[src/rtl/core/wasmstk_pkg.sv]
`timescale 1ns / 1ps

package wasmstk_pkg;

    // Instruction codes
    localparam logic [2:0] FN_CONST = 3'd0;
    localparam logic [2:0] FN_ADD   = 3'd1;
    localparam logic [2:0] FN_REM   = 3'd2;
    localparam logic [2:0] FN_EQZ   = 3'd3;
    localparam logic [2:0] FN_LES   = 3'd4;
    localparam logic [2:0] FN_DROP  = 3'd5;
    localparam logic [2:0] FN_LGET  = 3'd6;
    localparam logic [2:0] FN_LSET  = 3'd7;

    // Status codes
    localparam logic [2:0] ST_OK     = 3'd0;
    localparam logic [2:0] ST_UNDER  = 3'd1;
    localparam logic [2:0] ST_OVER   = 3'd2;
    localparam logic [2:0] ST_DIVZ   = 3'd3;
    localparam logic [2:0] ST_BADLOC = 3'd4;

    // Field widths
    localparam int DATA_W  = 32;
    localparam int DEPTH_W = 7;
    localparam int LIU_W   = 5;

    // Register map
    localparam logic [2:0]       ADDR_LOCALS = 3'd0;
    localparam logic [LIU_W-1:0] LIU_RESET   = 5'd16;

    typedef struct packed {
        logic [2:0]        func;
        logic [DATA_W-1:0] immediate;
    } t_in_word;

    typedef struct packed {
        logic [DATA_W-1:0]  top_value;
        logic [DEPTH_W-1:0] stack_depth;
        logic [2:0]         status;
    } t_out_word;

    typedef enum logic [2:0] {
        S_IDLE,
        S_EXEC,
        S_RDWAIT,
        S_DIV,
        S_WB,
        S_DONE
    } t_state;

endpackage

[src/rtl/core/wasm_i32_stack_execute.sv]
`timescale 1ns / 1ps

// Executes one decoded WebAssembly i32 instruction per input word against an
// operand stack held in RAM (top entry cached in a register) and a local file
// in RAM whose entries read as zero until first written. One word is in work at
// a time; the input stalls from acceptance until the result is loaded into the
// output register, which then waits for the consumer while the next word is
// taken. A faulting instruction goes from acceptance straight to the done
// state; const and eqz pass through execute; drop, local.get and local.set
// through execute and read wait; add and le_s through execute, read wait and
// write-back; rem_u adds the 32-step shift-subtract loop between read wait and
// write-back, and that loop runs on the same 33-bit adder that serves add and
// le_s.
// Configuration register locals_in_use sits at byte address 0.
module wasm_i32_stack_execute
    import wasmstk_pkg::*;
#(
    parameter int STACK_DEPTH = 64,
    parameter int LOCAL_SLOTS = 16
) (
    input  logic        i_clk,
    input  logic        i_rst_n,
    input  logic        i_in_valid,
    output logic        o_in_stall,
    input  t_in_word    i_in_word,
    output logic        o_out_valid,
    input  logic        i_out_stall,
    output t_out_word   o_out_word,
    input  logic        psel,
    input  logic        penable,
    input  logic        pwrite,
    input  logic [2:0]  paddr,
    input  logic [31:0] pwdata,
    output logic [31:0] prdata,
    output logic        pready
);

    localparam int SA_W = $clog2(STACK_DEPTH);
    localparam int SP_W = $clog2(STACK_DEPTH + 1);
    localparam int LA_W = (LOCAL_SLOTS > 1) ? $clog2(LOCAL_SLOTS) : 1;
    localparam logic [SP_W-1:0]   SP_FULL = SP_W'(STACK_DEPTH);
    localparam logic [DATA_W-1:0] SIGN    = {1'b1, {(DATA_W-1){1'b0}}};

    t_state                r_state, n_state;
    logic [2:0]            r_func, n_func;
    logic [DATA_W-1:0]     r_imm, n_imm;
    logic [2:0]            r_status, n_status;
    logic [SP_W-1:0]       r_sp, n_sp;
    logic [DATA_W-1:0]     r_top, n_top;
    logic [DATA_W-1:0]     r_acc, n_acc;
    logic [DATA_W-1:0]     r_dvd, n_dvd;
    logic [4:0]            r_cnt, n_cnt;
    logic [LIU_W-1:0]      r_liu;
    logic [LOCAL_SLOTS-1:0] r_lvalid;
    logic                  r_out_valid;
    t_out_word             r_out_word;

    logic              in_acc;
    logic              out_load;
    logic              cfg_wr;
    logic [2:0]        chk_status;
    logic              loc_ok;
    logic [SP_W-1:0]   sp_m1, sp_m2;

    logic              s_we;
    logic [SA_W-1:0]   s_waddr, s_raddr;
    logic [DATA_W-1:0] s_wdata, s_rdata;
    logic              l_we;
    logic [LA_W-1:0]   l_waddr, l_raddr;
    logic [DATA_W-1:0] l_wdata, l_rdata;
    logic [DATA_W-1:0] lget_val;

    logic [DATA_W:0]   u_x, u_y;
    logic              u_sub;
    logic [DATA_W+1:0] u_sum;

    assign in_acc     = i_in_valid && (r_state == S_IDLE);
    assign o_in_stall = (r_state != S_IDLE);
    assign out_load   = (r_state == S_DONE) && (!r_out_valid || !i_out_stall);
    assign sp_m1      = r_sp - SP_W'(1);
    assign sp_m2      = r_sp - SP_W'(2);
    assign lget_val   = r_lvalid[r_imm[LA_W-1:0]] ? l_rdata : '0;

    // Shared adder: add, signed compare and divide step
    assign u_sum = {1'b0, u_x} + {1'b0, (u_sub ? ~u_y : u_y)} + (DATA_W+2)'(u_sub);

    // Check the incoming word for faults in priority order
    assign loc_ok = (i_in_word.immediate < DATA_W'(r_liu)) &&
                    (i_in_word.immediate < DATA_W'(LOCAL_SLOTS));

    always_comb begin
        chk_status = ST_OK;
        case (i_in_word.func) inside
            FN_CONST: begin
                if (r_sp == SP_FULL) chk_status = ST_OVER;
            end
            FN_ADD, FN_LES: begin
                if (r_sp < SP_W'(2)) chk_status = ST_UNDER;
            end
            FN_REM: begin
                if (r_sp < SP_W'(2))  chk_status = ST_UNDER;
                else if (r_top == '0) chk_status = ST_DIVZ;
            end
            FN_EQZ, FN_DROP: begin
                if (r_sp == '0) chk_status = ST_UNDER;
            end
            FN_LGET: begin
                if (r_sp == SP_FULL) chk_status = ST_OVER;
                else if (!loc_ok)    chk_status = ST_BADLOC;
            end
            default: begin
                if (r_sp == '0)   chk_status = ST_UNDER;
                else if (!loc_ok) chk_status = ST_BADLOC;
            end
        endcase
    end

    // Next state
    always_comb begin
        n_state = r_state;
        unique case (r_state)
            S_IDLE: begin
                if (in_acc) n_state = (chk_status != ST_OK) ? S_DONE : S_EXEC;
            end
            S_EXEC: begin
                if (r_func == FN_CONST || r_func == FN_EQZ) n_state = S_DONE;
                else                                        n_state = S_RDWAIT;
            end
            S_RDWAIT: begin
                if (r_func == FN_REM)                           n_state = S_DIV;
                else if (r_func == FN_ADD || r_func == FN_LES) n_state = S_WB;
                else                                            n_state = S_DONE;
            end
            S_DIV: begin
                if (r_cnt == 5'd31) n_state = S_WB;
            end
            S_WB: begin
                n_state = S_DONE;
            end
            S_DONE: begin
                if (out_load) n_state = S_IDLE;
            end
            default: n_state = S_IDLE;
        endcase
    end

    // Memory strobes and shared adder operands
    always_comb begin
        s_we    = 1'b0;
        s_waddr = r_sp[SA_W-1:0];
        s_wdata = r_acc;
        s_raddr = sp_m2[SA_W-1:0];
        l_we    = 1'b0;
        l_waddr = r_imm[LA_W-1:0];
        l_wdata = r_top;
        l_raddr = r_imm[LA_W-1:0];
        u_x     = '0;
        u_y     = '0;
        u_sub   = 1'b0;
        unique case (r_state)
            S_EXEC: begin
                case (r_func) inside
                    FN_CONST: begin
                        s_we    = 1'b1;
                        s_wdata = r_imm;
                    end
                    FN_EQZ: begin
                        s_we    = 1'b1;
                        s_waddr = sp_m1[SA_W-1:0];
                        s_wdata = DATA_W'(r_top == '0);
                    end
                    FN_LSET: begin
                        l_we = 1'b1;
                    end
                    default: ;
                endcase
            end
            S_RDWAIT: begin
                case (r_func) inside
                    FN_ADD: begin
                        u_x = {1'b0, s_rdata};
                        u_y = {1'b0, r_top};
                    end
                    FN_LES: begin
                        u_x   = {1'b0, r_top ^ SIGN};
                        u_y   = {1'b0, s_rdata ^ SIGN};
                        u_sub = 1'b1;
                    end
                    FN_LGET: begin
                        s_we    = 1'b1;
                        s_wdata = lget_val;
                    end
                    default: ;
                endcase
            end
            S_DIV: begin
                u_x   = {r_acc, r_dvd[DATA_W-1]};
                u_y   = {1'b0, r_top};
                u_sub = 1'b1;
            end
            S_WB: begin
                s_we    = 1'b1;
                s_waddr = sp_m2[SA_W-1:0];
            end
            default: ;
        endcase
    end

    // Datapath next values
    always_comb begin
        n_func   = r_func;
        n_imm    = r_imm;
        n_status = r_status;
        n_sp     = r_sp;
        n_top    = r_top;
        n_acc    = r_acc;
        n_dvd    = r_dvd;
        n_cnt    = r_cnt;
        unique case (r_state)
            S_IDLE: begin
                if (in_acc) begin
                    n_func   = i_in_word.func;
                    n_imm    = i_in_word.immediate;
                    n_status = chk_status;
                end
            end
            S_EXEC: begin
                case (r_func) inside
                    FN_CONST: begin
                        n_sp  = r_sp + SP_W'(1);
                        n_top = r_imm;
                    end
                    FN_EQZ:  n_top = DATA_W'(r_top == '0);
                    FN_DROP, FN_LSET: n_sp = sp_m1;
                    default: ;
                endcase
            end
            S_RDWAIT: begin
                case (r_func) inside
                    FN_ADD: n_acc = u_sum[DATA_W-1:0];
                    FN_LES: n_acc = DATA_W'(u_sum[DATA_W+1]);
                    FN_REM: begin
                        n_acc = '0;
                        n_dvd = s_rdata;
                        n_cnt = '0;
                    end
                    FN_LGET: begin
                        n_top = lget_val;
                        n_sp  = r_sp + SP_W'(1);
                    end
                    FN_DROP, FN_LSET: n_top = (r_sp == '0) ? '0 : s_rdata;
                    default: ;
                endcase
            end
            S_DIV: begin
                n_acc = u_sum[DATA_W+1] ? u_sum[DATA_W-1:0] : u_x[DATA_W-1:0];
                n_dvd = {r_dvd[DATA_W-2:0], 1'b0};
                n_cnt = r_cnt + 5'd1;
            end
            S_WB: begin
                n_top = r_acc;
                n_sp  = sp_m1;
            end
            default: ;
        endcase
    end

    // Control registers
    always_ff @(posedge i_clk) begin
        if (!i_rst_n) begin
            r_state     <= S_IDLE;
            r_sp        <= '0;
            r_top       <= '0;
            r_lvalid    <= '0;
            r_out_valid <= 1'b0;
        end else begin
            r_state <= n_state;
            r_sp    <= n_sp;
            r_top   <= n_top;
            if (l_we) begin
                r_lvalid[l_waddr] <= 1'b1;
            end
            if (out_load) begin
                r_out_valid <= 1'b1;
            end else if (!i_out_stall) begin
                r_out_valid <= 1'b0;
            end
        end
    end

    // Payload registers
    always_ff @(posedge i_clk) begin
        r_func   <= n_func;
        r_imm    <= n_imm;
        r_status <= n_status;
        r_acc    <= n_acc;
        r_dvd    <= n_dvd;
        r_cnt    <= n_cnt;
        if (out_load) begin
            r_out_word.top_value   <= r_top;
            r_out_word.stack_depth <= DEPTH_W'(r_sp);
            r_out_word.status      <= r_status;
        end
    end

    assign o_out_valid = r_out_valid;
    assign o_out_word  = r_out_word;

    // Configuration port
    assign cfg_wr = psel && penable && pwrite && (paddr == ADDR_LOCALS);
    assign pready = 1'b1;

    always_ff @(posedge i_clk) begin
        if (!i_rst_n) begin
            r_liu <= LIU_RESET;
        end else if (cfg_wr) begin
            r_liu <= pwdata[LIU_W-1:0];
        end
    end

    always_comb begin
        unique case (paddr)
            ADDR_LOCALS: prdata = 32'(r_liu);
            default:     prdata = '0;
        endcase
    end

    // Operand stack
    wasmstk_ram #(
        .WIDTH (DATA_W),
        .DEPTH (STACK_DEPTH)
    ) u_stack_ram (
        .i_clk   (i_clk),
        .i_we    (s_we),
        .i_waddr (s_waddr),
        .i_wdata (s_wdata),
        .i_raddr (s_raddr),
        .o_rdata (s_rdata)
    );

    // Local slots
    wasmstk_ram #(
        .WIDTH (DATA_W),
        .DEPTH (LOCAL_SLOTS)
    ) u_local_ram (
        .i_clk   (i_clk),
        .i_we    (l_we),
        .i_waddr (l_waddr),
        .i_wdata (l_wdata),
        .i_raddr (l_raddr),
        .o_rdata (l_rdata)
    );

endmodule

[src/rtl/core/wasmstk_ram.sv]
`timescale 1ns / 1ps

module wasmstk_ram #(
    parameter int WIDTH = 32,
    parameter int DEPTH = 64
) (
    input  logic                                   i_clk,
    input  logic                                   i_we,
    input  logic [((DEPTH > 1) ? $clog2(DEPTH) : 1)-1:0] i_waddr,
    input  logic [WIDTH-1:0]                       i_wdata,
    input  logic [((DEPTH > 1) ? $clog2(DEPTH) : 1)-1:0] i_raddr,
    output logic [WIDTH-1:0]                       o_rdata
);

    logic [WIDTH-1:0] r_mem [DEPTH];
    logic [WIDTH-1:0] r_rdata;

    // Write one entry, register the read
    always_ff @(posedge i_clk) begin
        if (i_we) begin
            r_mem[i_waddr] <= i_wdata;
        end
        r_rdata <= r_mem[i_raddr];
    end

    assign o_rdata = r_rdata;

endmodule

[config.mk]
export PLATFORM = sky130hd
export DESIGN_NAME = wasm_i32_stack_execute
export DESIGN_NICKNAME = d
export VERILOG_FILES = /design/src/rtl/core/wasmstk_pkg.sv /design/src/rtl/core/wasm_i32_stack_execute.sv /design/src/rtl/core/wasmstk_ram.sv
export SDC_FILE = /design/constraint.sdc
export NUM_CORES = 2
export LEC_CHECK = 0
export BUFFER_PORTS_ARGS = -buffer_cell sky130_fd_sc_hd__buf_2
export CAP_MARGIN = 5
export CORE_MARGIN = 1
export CORE_UTILIZATION = 63
export DETAILED_ROUTE_END_ITERATION = 10
export PLACE_DENSITY = 0.8
export SLEW_MARGIN = 20
export SYNTH_ARGS = -nofsm -noshare
export SYNTH_HDL_FRONTEND = slang
export SYNTH_HIERARCHICAL = 1
export SYNTH_SLANG_ARGS = --single-unit
[constraint.sdc]
create_clock -name i_clk -period 6 [get_ports i_clk]
set_input_delay 0.6 -clock i_clk [delete_from_list [all_inputs] [get_ports i_clk]]
set_output_delay 0.6 -clock i_clk [all_outputs]
set_load 0.02 [all_outputs]
* Word-level counts from Yosys, hierarchy flattened *
Memory sizes are Yosys's and may differ from the RTL's. A register that Yosys moved wholly into a read port is not among the register bits.
Index checks and enable logic that the tools add are counted.
Widths: inputs -> output; s select.

word-level totals
  memories kept = 2
  register bits after elaboration = 213
  input port bits = 77
  RAM bits = 2,560
  output and inout port bits = 77
  logic and storage cells = 189

memories
  name               words  width  read ports  clocked after memory_dff  write ports  line               text
  u_stack_ram.r_mem  64     32     1           1                         1            wasmstk_ram.sv:15  logic [WIDTH-1:0] r_mem [DEPTH];
  u_local_ram.r_mem  16     32     1           1                         1            wasmstk_ram.sv:15

operators by class
  order comparisons = 5
  multiplexer cells = 92
  reductions and logical operators = 31
  bitwise gates (word level) = 4
  add/subtract/negate cells = 6
  eq/ne operators = 34

operators by type and width
  kind                 number
  $mux 32              25
  $pmux 32 s2          4
  $pmux 32 s3          1
  $pmux 33 s2          1
  $mux 7               7
  $mux 3               14
  $add 33x33->34       1
  $add 34x1->34        1
  $mux 33              1
  $not 33->33          1
  $logic_not 32->1     1
  $lt 32x5->1          1
  $lt 32x5->1 const B  1
  $eq 3x3->1 const B   9
  $mux 1               22
  $pmux 7 s3           1
  $mux 5               4
  $eq 3x2->1 const B   6
  $pmux 3 s6           1
  $ne 2x2->1 const B   8
  $or 16x16->16        1
  $logic_not 3->1      4
  $mux 6               2
  $pmux 6 s2           1
  33 further kinds     54

* Depth between registers and ports, before layout *
  word-level depth = 13
  mapped depth = 21
  mapped depth without buffers = 16

* Modules after synthesis *
The synthesis kept the hierarchy.

by module, submodules not included
  module                     seq. area each (sq um)  cells each  times used  area each (sq um)
  wasmstk_ram (u_stack_ram)  62,139.6                3,324       1           78,515.3
  wasmstk_ram (u_local_ram)  16,015.4                838         1           19,835.3
  wasm_i32_stack_execute     5,755.5                 1,445       1           13,241.4

* Worst setup path after synthesis *
OpenSTA, ideal clock, no wires.

  path kind = register -> register
  from = reg r_state[0]
  to = mem u_stack_ram.r_mem[49][0], enable pin
  period minus slack after synthesis = 4.808 ns
  library setup time = 0.461 ns
  arrival = 4.347 ns
  path buffers = 3
  setup slack = 1.192 ns
  stages on the path, launching flop included = 13
  cells stage by stage = dfxtp_1 -> inv_1 -> clkbuf_1 -> nor3_1 -> clkbuf_1 -> nand3_1 -> a21oi_1 -> o21ai_0 -> xnor2_1 -> clkbuf_1 -> nor2b_1 -> nand4_1 -> nor3_1

between the ends
  elaborated cells between the ends (all ways) = 7

RTL lines
  what                                             line                           text
  from (decl)                                      wasm_i32_stack_execute.sv:44   t_state r_state, n_state;
  from (signal assigned)                           wasm_i32_stack_execute.sv:277  r_state <= n_state;
  $eq 3x3->1 / $eq 3x1->1 (equally long branches)  wasm_i32_stack_execute.sv:160  unique case (r_state)
  $pmux 6 s2 *                                     wasm_i32_stack_execute.sv:160
  net s_waddr[3]                                   wasm_i32_stack_execute.sv:66   logic [SA_W-1:0] s_waddr, s_raddr;
  to (decl)                                        wasmstk_ram.sv:15

Mark *: on every way through the listed nets, which the timed path passes. The rest lies on a longest branch.

* Worst setup path in the final report *
  from = reg r_func[2]
  to = reg r_acc[24] (data pin)

between the ends
  cells in the longest elaborated chain, start to end = 10
  elaborated cells between the ends (all ways) = 19

ends and longest elaborated chain
  what                        line                                                          text
  from (decl)                 wasm_i32_stack_execute.sv:45                                  logic [2:0] r_func, n_func;
  from (signal assigned)      wasm_i32_stack_execute.sv:293                                 r_func <= n_func;
  $eq 3x3->1 (no line)        --
  $mux 32 (2 in a row)        wasm_i32_stack_execute.sv:179                                 case (r_func) inside
  $pmux 32 s2                 wasm_i32_stack_execute.sv:160
  $not 33->33                 wasm_i32_stack_execute.sv:85                                  assign u_sum = {1'b0, u_x} + {1'b0, (u_sub ? ~u_y : u_y)} + (DATA_W+2)'(u_sub);
  $mux 33                     wasm_i32_stack_execute.sv:85
  $add 33x33->34              wasm_i32_stack_execute.sv:85
  $add 34x1->34               wasm_i32_stack_execute.sv:85
  $mux 32 (on tied branches)  wasm_i32_stack_execute.sv:256, wasm_i32_stack_execute.sv:239
  $pmux 32 s2 *               wasm_i32_stack_execute.sv:219                                 unique case (r_state)
  net n_acc[24]               wasm_i32_stack_execute.sv:50                                  logic [DATA_W-1:0] r_acc, n_acc;
  to (signal assigned)        wasm_i32_stack_execute.sv:296                                 r_acc <= n_acc;
  to (decl)                   wasm_i32_stack_execute.sv:50

Marked as above.
A chain may end at the register's enable or synchronous reset.

==> reports/qor.log <==
INFO  die            floorplan.die.height=423um
INFO  clocking       clk_pin_slew_worst_paths=0.07ns
INFO  sta            number_of_setup_violations_in_the_final_report=0
INFO  clocking       cts_num_sinks=2837
INFO  die            fp-row-count=154
INFO  setup_path     worst_path_largest_cell_delay=0.60ns
INFO  yosys          synth-adder-area-share=0.00511
INFO  power_and_ir_drop cellLeakagePower=0.0403uW
INFO  clocking       numCtsBuffers=291
INFO  routing        route.detailed.drc=0
INFO  setup_path     path_delay_family=compound AO/OA/AOI/OAI gates
INFO  routing        detail_route.wirelength.met1=104mm
INFO  die            die_x=423um
INFO  yosys          postSynthCellCount=5607
INFO  yosys          synth_top_cell_area_share=0.729
INFO  yosys          ys_warn_count=6
INFO  routing        antenna_violating_nets_post_route=0
INFO  clocking       cts_tree=yes
INFO  setup_path     timing.critical_path.fanout_max=18
INFO  power_and_ir_drop vdd_drop_max=0.489mV
INFO  clocking       total_of_hold_buffers_inserted_after_clock_tree_synthesis=41
INFO  grt            global_route_wire_length_before_repair=440mm
INFO  die            initial_core_util=0.634
INFO  power_and_ir_drop power.density_cell_area=514nW/um^2
INFO  setup_path     critPathCaptureType=register
INFO  setup_path     timing.critical_path.cells=nor4bb_1, buf_4, nand2_1, buf_4, o21ai_0, a21oi_1, a31oi_1, ha_1, a21oi_1, o21ai_1, a221oi_1, o221ai_1, nand2b_1, a31oi_4, nor3_4, a21oi_2, buf_4, a32o_1
INFO  final_layout   final.fill_count=9723
INFO  yosys          yosysMostFrequentCell=edfxtp_1
INFO  sta            timing.fmax=184MHz
INFO  sta            finalWorstSetupSlack=0.570ns
INFO  yosys          synth_commonest_cells=edfxtp_1 (2709), mux4_2 (677), nand2_1 (303), nor2_1 (205), clkbuf_1 (181)
INFO  final_layout   synthToLayoutAreaGrowth=12.4%
INFO  yosys          fraction_of_synthesized_cell_area_in_xor_and_xnor_cells=0.00345
INFO  sta            final.min_clock_period=5.43ns
INFO  worst_hold_path hold_path.class=input port to register
INFO  sta            clock-skew-final=0.0601ns
INFO  run            drv_cap=0
INFO  setup_path     cp_data_required_time=6.67ns
INFO  setup_path     critical_path_buf_inv_count=3
INFO  placement      dp_worst_setup_slack=0.721ns
INFO  yosys          yosys.area_share.simple=0.0302
INFO  final_layout   sequential_cell_area=83900squm
INFO  routing        routed-wl-met3=40.7mm
INFO  sta            max_slew.worst_pin.slew=1.22ns
INFO  sta            slew-limit-headroom=0.183
INFO  setup_path     timing.critical_path.from_type=register
INFO  sta            fin_crit_sh=0.905
INFO  outcome        run_status=completed
INFO  grt            grt_usage=0.348
INFO  clocking       clock_insertion_delay_worst_skew=0.95ns
INFO  clocking       ctsRootBufferMaster=clkbuf_16
INFO  routing        detail_route.iter0.violations=10100
INFO  clocking       cts_repair_resize_count=0
INFO  placement      io_buffer_count=98
INFO  clocking       cts_max_path_buffers=4
INFO  routing        route.top_layer_used=met5
INFO  yosys          yosys_register_bits=2837
INFO  sta            setup-tns-final=0ns
INFO  yosys          synth_top_family_by_area=multiplexers
INFO  yosys          synth-compound-area-share=0.0442
INFO  setup_path     worst_setup_slack_for_register_to_register_paths=0.57ns
INFO  yosys          yosys_most_used_dff=edfxtp_1
INFO  yosys          yosys.cell_types.count=86
INFO  routing        route.detailed.wl_per_inst=36.7um
INFO  yosys          netlist.top_cell.by_area=edfxtp_1
INFO  yosys          syn-mean-instance-area=19.9squm
INFO  routing        detailroute.wirelength.met2=148mm
INFO  setup_path     crit_path_kind=register to register
INFO  final_layout   final_net_count=6034
INFO  yosys          fraction_of_synthesis_flops_using_an_asynchronous_set_or_reset_pin=0
INFO  grt            largest_net_degree_at_the_start_of_global_routing=118
INFO  grt            number_of_global_route_vias_before_repair=61800
INFO  yosys          synth_edf_count=2709
INFO  final_layout   drive_gt1_frac=0.253
INFO  yosys          syn_area=112000squm
INFO  final_layout   multiInputGateArea=26800squm
INFO  setup_path     timing.critical_path.mode_cell=buf_4
INFO  placement      gp_congestion=0.956
INFO  routing        via_count=61900
INFO  clocking       cts_htree_levels=5
INFO  routing        vias_per_cell=7.31
INFO  yosys          synth.area.mux_share=0.148
INFO  die            design.core.area=176000squm
INFO  sta            maxSlewViolCount=0
INFO  sta            rsz_0062_raised_after_global_routing=false
INFO  setup_path     worst_path_max_delay_cell=edfxtp_1
INFO  die            die_area=179000squm
INFO  clocking       post-cts-setup-buffers=0
INFO  yosys          synth.top_cells.by_area=edfxtp_1 (73%), mux4_2 (14%), dfxtp_1 (2.3%)
INFO  routing        postRouteWirelength=310mm
INFO  sta            finalHoldViolCount=0
INFO  grt            globalRouteOverflowTotal=0
INFO  placement      place_hpwl=166mm
INFO  grt            number_of_antenna_violations_at_the_first_check_in_global_routing=17
INFO  routing        detailed_routing_iteration_count_for_the_pre_antenna_repair_pass=9
INFO  yosys          synth_sequential_area_ratio=0.752
INFO  setup_path     arr_time_crit_path=6.10ns
INFO  die            io-pin-count=154
## sequential cells by signal (all words and copies together) (netlist names), 5 cells and up
| register | cells |
|---|---|
| u_stack_ram/o_rdata | 32 |
| r_sp | 7 |
| r_acc | 32 |
| l_wdata | 32 |
| r_lvalid | 16 |
| u_stack_ram/r_mem | 2048 |
| u_local_ram/r_mem | 512 |
| r_imm | 32 |
| r_liu | 5 |
| r_cnt | 5 |
| o_out_word | 42 |
| r_dvd | 32 |
| u_local_ram/o_rdata | 32 |
## worst reg2reg max path, stage by stage, from the launching register on
cell and delay, ns:
edfxtp_1 0.60, nor4bb_1 0.34, buf_4 0.19, nand2_1 0.36
buf_4 0.38, o21ai_0 0.18, a21oi_1 0.05, a31oi_1 0.20
ha_1 0.36, a21oi_1 0.25, o21ai_1 0.14, a221oi_1 0.40
o221ai_1 0.24, nand2b_1 0.19, a31oi_4 0.13, nor3_4 0.60
a21oi_2 0.06, buf_4 0.25, a32o_1 0.25
## report_power, final
group          switching, uW  leakage [uW]  internal [uW]
registers               1280        0.0256          24100
clock network           7500       0.00443          10100
logic                  14600        0.0103           6800
## cells in the final DEF, fill, tap and decap left out, types with 18 or more instances in the layout
cell / netlist / layout
buf_4: 64 / 198
clkinv_2: 0 / 48
a31oi_1: 70 / 70
bufinv_16: 0 / 22
o221ai_1: 28 / 28
dfxtp_1: 128 / 127
a222oi_1: 19 / 19
clkbuf_1: 181 / 55
nor2_4: 0 / 77
edfxtp_1: 2709 / 2709
dlygate4sd3_1: 0 / 41
conb_1: 2 / 28
nor2_1: 205 / 125
nand2_2: 0 / 29
o21ai_0: 128 / 127
and2_1: 18 / 18
nand3_1: 30 / 30
xnor2_1: 31 / 31
clkbuf_16: 0 / 296
nor3_1: 29 / 21
clkinv_1: 0 / 43
a22o_1: 26 / 26
mux2i_1: 129 / 129
ha_1: 44 / 44
mux4_2: 677 / 677
nand2_1: 303 / 272
nor2b_1: 54 / 51
a22oi_1: 96 / 96
inv_1: 27 / 25
o22ai_1: 87 / 86
buf_2: 68 / 98
a21oi_1: 156 / 154
## path summary, 6_finish.rpt
check              start             to  cells after the start
min reg2reg  r_status[0]  o_out_word[0]                      0
max reg2reg    r_func[2]      r_acc[24]                     18
max            r_func[2]      r_acc[24]                     18
min           i_in_valid     r_state[0]                      4
## kinds of logic after synthesis
| group | count (synthesis) |
|---|---|
| XOR/XNOR | 44 |
| AND/OR/NAND/NOR | 743 |
| AO/OA/AOI/OAI | 740 |
| buffers and inverters | 389 |
| adder cells (fa/ha/maj) | 45 |
| multiplexers | 807 |
| other | 2 |
| flip-flops | 2837 |
## final cells by class
| type | instances | share of cell area |
|---|---|---|
| clock inverter | 135 | 0.0100 |
| antenna | 7 | 0.000140 |
| sequential | 2837 | 0.669 |
| inverter | 27 | 0.000928 |
| tap | 2340 | 0.0233 |
| multi-input combinational | 2407 | 0.214 |
| timing repair buffer | 348 | 0.0209 |
| clock buffer | 362 | 0.0619 |
## layer usage
| layer | global-route usage | up-vias |
|---|---|---|
| met5 | 0 | - |
| met4 | 0.178 | 10 |
| met3 | 0.0908 | 930 |
| met2 | 0.546 | 5597 |
| met1 | 0.456 | 31600 |
| li1 | - | 23700 |
## through the flow
stage | power, uW | hold WS, ns | utilization | instances | instance area, sq um
after floorplan | 37000 | 0.400 | - | 5633 | 112000
after global placement | 45000 | 0.406 | 0.658 | 7915 | 116000
after detailed placement | 45500 | 0.415 | 0.658 | 7916 | 116000
after CTS | 63500 | 0.0348 | 0.711 | 8454 | 125000
after global routing | 65600 | 0.101 | 0.712 | 8459 | 125000
final | 64400 | 0.0846 | 0.712 | 8463 | 125000
No activity file was read; power rests on OpenSTA's default activity.
